$ cat src/pra_pkg.sv
package pra_pkg;

  localparam int KeyBits     = 64;
  localparam int ValueBits   = 32;
  localparam int CountBits   = 32;
  localparam int AvgFracBits = 16;
  localparam int SumBits     = 64;
  localparam int AvgBits     = 48;
  localparam int WorkBits    = SumBits + AvgFracBits;
  localparam int DivSteps    = WorkBits;
  localparam int StepBits    = $clog2(DivSteps + 1);
  localparam int QueueDepth  = 2;
  localparam int PtrBits     = $clog2(QueueDepth);

  typedef struct packed {
    logic [CountBits-1:0]        row_count;
    logic [CountBits-1:0]        value_count;
    logic signed [SumBits-1:0]   value_sum;
    logic signed [ValueBits-1:0] value_min;
    logic signed [ValueBits-1:0] value_max;
    logic                        no_values;
    logic                        new_partition;
  } pra_acc_t;

  typedef enum logic [1:0] {
    ST_IDLE,
    ST_DIV,
    ST_FIX,
    ST_OUT
  } pra_state_t;

endpackage

$ cat src/pra_queue.sv
module pra_queue import pra_pkg::*; (
  input  logic     clk,
  input  logic     rst_n,
  input  logic     wr_valid,
  output logic     wr_ready,
  input  pra_acc_t wr_data,
  output logic     rd_valid,
  input  logic     rd_ready,
  output pra_acc_t rd_data
);

  pra_acc_t           mem_r [QueueDepth];
  logic [PtrBits-1:0] wp_r, rp_r;
  logic [PtrBits:0]   cnt_r;
  logic               wr, rd;

  assign wr_ready = (cnt_r != (PtrBits+1)'(QueueDepth));
  assign rd_valid = (cnt_r != '0);
  assign rd_data  = mem_r[rp_r];
  assign wr       = wr_valid && wr_ready;
  assign rd       = rd_valid && rd_ready;

  always_ff @(posedge clk) begin
    if (wr) mem_r[wp_r] <= wr_data;
  end

  always_ff @(posedge clk) begin
    if (!rst_n) begin
      wp_r  <= '0;
      rp_r  <= '0;
      cnt_r <= '0;
    end else begin
      if (wr) wp_r <= (wp_r == PtrBits'(QueueDepth - 1)) ? '0 : wp_r + 1'b1;
      if (rd) rp_r <= (rp_r == PtrBits'(QueueDepth - 1)) ? '0 : rp_r + 1'b1;
      cnt_r <= cnt_r + (PtrBits+1)'(wr) - (PtrBits+1)'(rd);
    end
  end

endmodule

$ cat config.mk
export PLATFORM = sky130hd
export DESIGN_NAME = pra_queue
export DESIGN_NICKNAME = d
export VERILOG_FILES = /design/src/pra_pkg.sv /design/src/pra_queue.sv
export SDC_FILE = /design/constraint.sdc
export NUM_CORES = 1
export LEC_CHECK = 0
export BUFFER_PORTS_ARGS = -buffer_cell sky130_fd_sc_hd__buf_2
export CAP_MARGIN = 10
export CORE_MARGIN = 2
export CORE_UTILIZATION = 59
export CTS_BUF_LIST = sky130_fd_sc_hd__clkbuf_4 sky130_fd_sc_hd__clkbuf_8
export DETAILED_ROUTE_END_ITERATION = 12
export PLACE_DENSITY = 0.88
export SLEW_MARGIN = 40
export SYNTH_ARGS = -nofsm -noshare
export SYNTH_HDL_FRONTEND = slang
export SYNTH_SLANG_ARGS = --single-unit
$ cat constraint.sdc
create_clock -name clk -period 17.1 [get_ports clk]
set_clock_uncertainty 0.2 [all_clocks]
set_input_delay 5.13 -clock clk [delete_from_list [all_inputs] [get_ports clk]]
set_output_delay 5.13 -clock clk [all_outputs]
set_load 0.02 [all_outputs]
# Word level (Yosys, flattened, before mapping)
# Memories as Yosys holds them, arrays and structs flattened. A register that Yosys moved wholly into a read port is not among the register bits.
# Index checks and enable logic that the tools add are counted.
[classes] mux=6 n_eq_ne=1 reduce_logical=3 addsub=4
[ops] cell="2-to-1 mux 1 bit" count=6
[ops] cell="adder 1 bit (second input constant)" count=2
[ops] cell="adder 2 x 1 -> 2 bit" count=1
[ops] cell="logical AND 1 bit" count=2
[ops] cell="!= test 2 bit (second input constant)" count=1
[ops] cell="nonzero test 2 bit" count=1
[ops] cell="subtractor 2 x 1 -> 2 bit" count=1
[word_totals] inputBits=198 reg_bits=4 memories=1 ram_bits=388 wordCells=18
[memory_table] name="mem_r" words=2 word_bits=194 rd=1 rd_ports_with_merged_regs=1 write_ports=1 line="pra_queue.sv:12" rtl="pra_acc_t mem_r [QueueDepth];"

# Depth between registers and ports, before layout
# Gate-level depths: netlist of run 1.
[depth] depth_word=4 ltp_mapped=6 mapped_depth_nobuf=6

# Least setup slack after synthesis of run 1
# Ideal clock, no wire load.
[synth_path] kind="in2reg" start="in wr_valid" end="mem mem_r[1][0] (netlist name), enable pin" stages=1 setup_time_ns=0.580 n_path_buf=0 required_time_ns=16.320 t_arrival_ns=9.614 path_slack_ns=6.706 path_cell_list="and3_1"
[synth_between] elab_chain_cells=3
[synth_lines] item="start: declaration" line="pra_queue.sv:4" rtl="input logic wr_valid,"
[synth_lines] item="logical AND 1 bit" line="pra_queue.sv:20" rtl="assign wr = wr_valid && wr_ready;"
[synth_lines] item="2-to-1 mux 1 bit" line="pra_queue.sv:24" rtl="if (wr) mem_r[wp_r] <= wr_data;"
[synth_lines] item="2-to-1 mux 1 bit (implied by the code)" line="pra_queue.sv:24"
[synth_lines] item="end: declaration" line="pra_queue.sv:12"
# Every way passes these cells.

==> metrics.cfg, run 1 <==
[status]
outcome=finished, final reports clean

[die]
dieArea_um2=26600
die_y_um=163.1
io_pins=394
fp.dieW_um=163.1
start_util=0.5964
fp.coreArea_um2=25040
rows=58

[detailed_routing]
antenna_left=0
dr.pass1.iters=4
num_vias=7485
drt-vias-per-instance=5.155
drcViolationCount=0
drt_iter0_drc=706
post_drt_wl_per_cell_um=20.20
wl_mm=29.33

[timing]
rsz0062_at_grt=false
slew_headroom=0.4868
finalMaxSlewViolations=0
timing.hold.ws_ns=0.4055
finalSetupTns_ns=0
post-route-period-util=0.5061
tightest_slew_ns=0.7698
setup_viol=0
hold_violations=0
fmax_mhz=115.5
period_needed_ns=8.655

[worst_hold_path]
min_path_type=reg -> reg
hold_depth=2
hold_start=wp_r
holdPathEnd=wp_r

[clock_tree]
cts_buffers=58
cts_hold_buffers=0
cts_resized=0
cts.clk_slew.worst_paths_ns=0.06
cts_setup_buffers=0
clk_latency_ns=0.56
cts-htree-levels=2
cts.path.max_buffers=3
cts_root_buf=clkbuf_8
cts_tree=built
clock_sinks=393

[grt]
grt_max_degree=120
overflow=0
grt_pass1_wl_mm=42.11
grt_pass1_vias=7745
grtUsageTotal=0.2118
grt_antenna_before_repair=8

[yosys]
syn-cell-area_um2=14930
synth_cell_type_count=25
synth_nets=832
netlist_instances=633
syn_area_per_cell_um2=23.59
yosysSeqAreaShare=0.7870
yosysWarnings=0
ys_ff_latch=393

[placement]
place_congestion=0.8232
post-dp-hpwl_mm=20.04
dp.cells=1340
place_area_um2=17160
numPortBuffers=393

[layout]
final_cell_area_um2=18270
nets=1269
drive_gt1_frac=0.6170
area_delta_synth_final_pct=22.33
instances_no_fill=1452

[worst_setup_path]
rrSetupSlack_ns=14.34
crit-reg2reg-capture=mem_r[0][151]
worstPathArrival_ns=3.32
r2r_cells=4
reg2reg_from=cnt_r[0]
crit_path_start_kind=register
path_cells=buf_4, buf_6, mux2_4, buf_2
critPathSlowestCell=dfxtp_4
end_kind=output port
required_ns=11.77
critPathKind=reg -> out
path_max_fanout=57
slowest_delay_ns=0.78

[pwr]
p_leak_nw=7.169
ir_drop_uv=99.62
power_density_nw_per_um2=139.7
power_mw=2.552

[flow_run]
maxCapViolCount=0

-- cell usage in the layout, fill, tap and decap left out, drive strengths merged, types with 2 or more instances in the layout --
master	instances
clkbuf	78
nor2	2
nand2b	2
and2	3
clkinv	27
mux2	194
o21ai	2
dfxtp	5
a21bo	2
buf	399
diode	7
edfxtp	388
-- synth_stat cells --
cell type	instances	area, um2
mux2_2	34	382.9
nor2b_1	1	6.260
a211oi_1	1	7.510
nand2_1	1	3.750
edfxtp_1	388	11650
or2_2	1	6.260
dfxtp_1	5	100.1
buf_6	18	202.7
a32oi_1	1	8.760
nand2b_1	2	12.51
and3_1	1	6.260
mux2i_1	1	10.01
nor2_1	2	7.510
nand3b_1	1	7.510
inv_1	1	3.750
a21bo_2	2	20.02
buf_8	1	15.01
nand3_1	1	5.000
a21boi_0	1	7.510
mux2_4	160	2402
xnor2_1	1	8.760
ha_1	1	12.51
and2_1	3	18.77
o21ai_0	2	10.01
buf_2	3	15.01
-- report_power, final --
part | internal (mW) | switching [mW]
clock | 0.366 | 0.326
combinational | 0.288 | 0.358
sequential | 1.17 | 0.0410
total | 1.83 | 0.725
-- logic make-up after synthesis --
logic type,Yosys count,synth area share
muxes,195,0.1872
and+or+nand+nor,13,0.004944
buffers and inverters,23,0.01584
adders and majority gates,1,0.0008378
AOI/OAI and AO/OA,7,0.003604
xor gates and xnor gates,1,0.0005867
DFF,393,0.7870
-- sequential cells by signal, summed over array words and instances (netlist names), named ones only --
register,cells
wp_r,1
rp_r,1
cnt_r,2
mem_r,388
-- final cells by class --
class / count / area (um2)
timing repair buffer: 399 / 2031
clock buffer: 78 / 967.2
clock inverter: 27 / 117.6
tap: 330 / 412.9
fill: 1434 / 6770
antenna: 7 / 17.52
multi-input combinational: 217 / 2949
inverter: 1 / 16.27
sequential: 393 / 11760
-- critical path: cells and delay by family, from the launching register on --
| family | cells | cell delay [ns] |
|---|---|---|
| flops | 1 | 0.78 |
| buf+inv | 3 | 1.50 |
| mux | 1 | 0.37 |
-- worst max path at each step --
stage	end	slack (ns)	cells after the start
6_report	rd_data[120]	8.45	4
5_1_grt	rd_data[120]	8.29	4
4_1_cts	rd_data[120]	8.41	4
3_5_place_dp	rd_data[93]	9.04	4
3_3_place_gp	rd_data[96]	8.89	4
2_1_floorplan	mem_r[1][0]	6.71	1
-- stage by stage --
step           utilization  setup WS [ns]
6_report            0.7296          8.445
5_1_grt             0.7293          8.286
4_1_cts             0.7287          8.406
3_5_place_dp        0.6854          9.036
3_3_place_gp        0.6846          8.890
2_1_floorplan            -          6.706
-- per-layer routing --
metal  track usage  wire, um  up-vias
met5             0        13        -
met4       0.07321       767        2
met3       0.07872      2852       58
met2        0.3760     15490      365
met1        0.2349     10210     3638
li1              -         -     3422
(Power assumes the default switching activity.)
==> run 2: changes to the inputs <==
--- a/config.mk
+++ b/config.mk
@@ -8,10 +8,10 @@
 export BUFFER_PORTS_ARGS = -buffer_cell sky130_fd_sc_hd__buf_2
 export CAP_MARGIN = 10
 export CORE_MARGIN = 2
-export CORE_UTILIZATION = 59
+export CORE_UTILIZATION = 55
 export CTS_BUF_LIST = sky130_fd_sc_hd__clkbuf_4 sky130_fd_sc_hd__clkbuf_8
 export DETAILED_ROUTE_END_ITERATION = 12
-export PLACE_DENSITY = 0.88
+export PLACE_DENSITY = 0.83
 export SLEW_MARGIN = 40
 export SYNTH_ARGS = -nofsm -noshare
 export SYNTH_HDL_FRONTEND = slang
==> constraint.sdc (replaced) <==
create_clock -name clk -period 9.04 [get_ports clk]
set_clock_uncertainty 0.2 [all_clocks]
set_input_delay 2.712 -clock clk [delete_from_list [all_inputs] [get_ports clk]]
set_output_delay 2.712 -clock clk [all_outputs]
set_load 0.02 [all_outputs]
==> run 2 against run 1 <==
Net effect:
- via count grew 0.76%
- non-clock buffer count grew 3
- global-route usage shrank 1.7 points
- die area grew 7.1%
- sequential power grew 88%
- count of clock-buffer cells in the layout grew 4
- total power grew 92%
- critical path type unchanged
- largest power group unchanged
==> metrics.cfg, run 2 (synthesis gave the netlist of run 1 again) <==
[worst_setup_path]
path_max_fanout=32
path_cells=buf_12, buf_12, buf_4, mux2_4, buf_2
worstPathArrival_ns=2.46
end_kind=output port
crit_path_start_kind=register
critPathKind=reg -> out
cp.buffers_inverters=4
required_ns=6.13
reg2reg_from=cnt_r[0]
path_common_cell=buf_12
rrSetupSlack_ns=6.10
slowest_delay_ns=0.43
path_delay_family=buffers and inverters
critPathSlowestCell=buf_4

[pwr]
switching_share=0.2830
power_frac_comb=0.260
power_density_nw_per_um2=265.5
internal_power_mw=3.511
power.switching_mw=1.386
p_seq_frac=0.463
p_leak_nw=7.222
ir_drop_uv=157.4
power_mw=4.897
clock_power_share=0.277

[placement]
place_congestion=0.7616
post-dp-hpwl_mm=19.43
numPortBuffers=393
dp.cells=1353

[grt]
grt_antenna_before_repair=12
overflow=0
grt_pass1_wl_mm=42.08
grt_max_degree=140
grtUsageTotal=0.1946
grt_pass1_vias=7818

[timing]
timing.hold.ws_ns=0.4096
slew_headroom=0.4654
post-route-period-util=0.5940
hold_violations=0
finalSetupTns_ns=0
finalMaxSlewViolations=0
rsz0062_at_grt=false
setup_viol=0
tightest_slew_ns=0.8020
fmax_mhz=186.2
period_needed_ns=5.370

[clock_tree]
cts.clk_slew.worst_paths_ns=0.05
cts_root_buf=clkbuf_8
cts_setup_buffers=0
clk_latency_ns=0.58
cts.path.max_buffers=3
cts-htree-levels=2
cts_resized=0
cts_tree=built
clock_sinks=393
cts_hold_buffers=0
cts_buffers=59

[detailed_routing]
num_vias=7542
antenna_left=0
drcViolationCount=0
post_drt_wl_per_cell_um=19.59
dr.pass1.iters=4
drt-vias-per-instance=5.131
drt_iter0_drc=517
wl_mm=28.80

[die]
fp.coreArea_um2=26800
fp.dieW_um=168.8
dieArea_um2=28480
start_util=0.5571
io_pins=394
die_y_um=168.8
rows=60

[worst_hold_path]
min_path_type=reg -> reg
hold_start=rp_r

[layout]
n_fill_cell=1723
regMostFlops=mem_r
largest_reg_flops=388
nets=1273
layout_commonest_cell=buf_2
instances_no_fill=1470
final_core_util=0.6882
reg_top3=mem_r (388), cnt_r (2)
drive_gt1_frac=0.6220
mostFrequentLayoutCells=393 x buf_2, 388 x edfxtp_1, 160 x mux2_4, 59 x clkbuf_8, 34 x mux2_2
area_delta_synth_final_pct=23.53

[flow_run]
maxCapViolCount=0

[status]
outcome=finished, final reports clean

-- run 2: changes by cell type in the layout (fill, tap and decap cells not counted), sizes merged --
| cell | previous run | this run |
|---|---|---|
| clkinvlp | 1 | 4 |
| clkinv | 27 | 19 |
| diode | 7 | 10 |
| buf | 399 | 402 |
| bufinv | 0 | 1 |
| inv | 0 | 1 |
| clkbuf | 78 | 82 |
-- run 2: worst min-delay path, delay by kind of cell (launching register included) --
family           cells  cell delay [ns]
flip-flops           1             0.33
AND/OR/NAND/NOR      1             0.16
XOR/XNOR             1             0.08
-- run 2: final cells by class --
type / count / area, um2 / area share
multi-input cells: 217 / 2949 / 0.1599
flip-flops and latches: 393 / 11760 / 0.6373
inverters: 1 / 16.27 / 0.0008818
clock buffers: 82 / 984.7 / 0.05338
diodes: 10 / 25.02 / 0.001357
well taps: 341 / 426.7 / 0.02313
repair buffers: 402 / 2145 / 0.1163
clock inverters: 24 / 143.9 / 0.007801
-- run 2: path summary, 6_finish.rpt --
check                 endpoint  cells after the start
setup reg to reg  mem_r[0][78]                      5
hold / removal        register                      2
setup / recovery  rd_data[161]                      5
hold reg to reg       register                      2
-- run 2: power by group through the flow --
stage | clock, mW | combinational (mW) | sequential [mW]
final | 1.35 | 1.28 | 2.27
after global routing | 1.47 | 1.35 | 2.28
after CTS | 1.39 | 1.28 | 2.27
after detailed placement | 0 | 1.28 | 2.31
after global placement | 0 | 1.21 | 2.34
after floorplan | 0 | 0.943 | 2.32
-- run 2: per-layer routing --
metal	wire length, um	track usage	vias to the layer above
li1	-	-	3438
met1	10500	0.2166	3680
met2	14470	0.3300	352
met3	2704	0.06897	70
met4	1106	0.1034	2
met5	13	0	-
-- run 2: metrics by stage --
stage	setup slack (ns)	instance area (um2)
2_1_floorplan	1.064	14930
3_3_place_gp	3.683	17160
3_5_place_dp	3.894	17260
4_1_cts	3.608	18390
5_1_grt	3.554	18440
6_report	3.670	18450
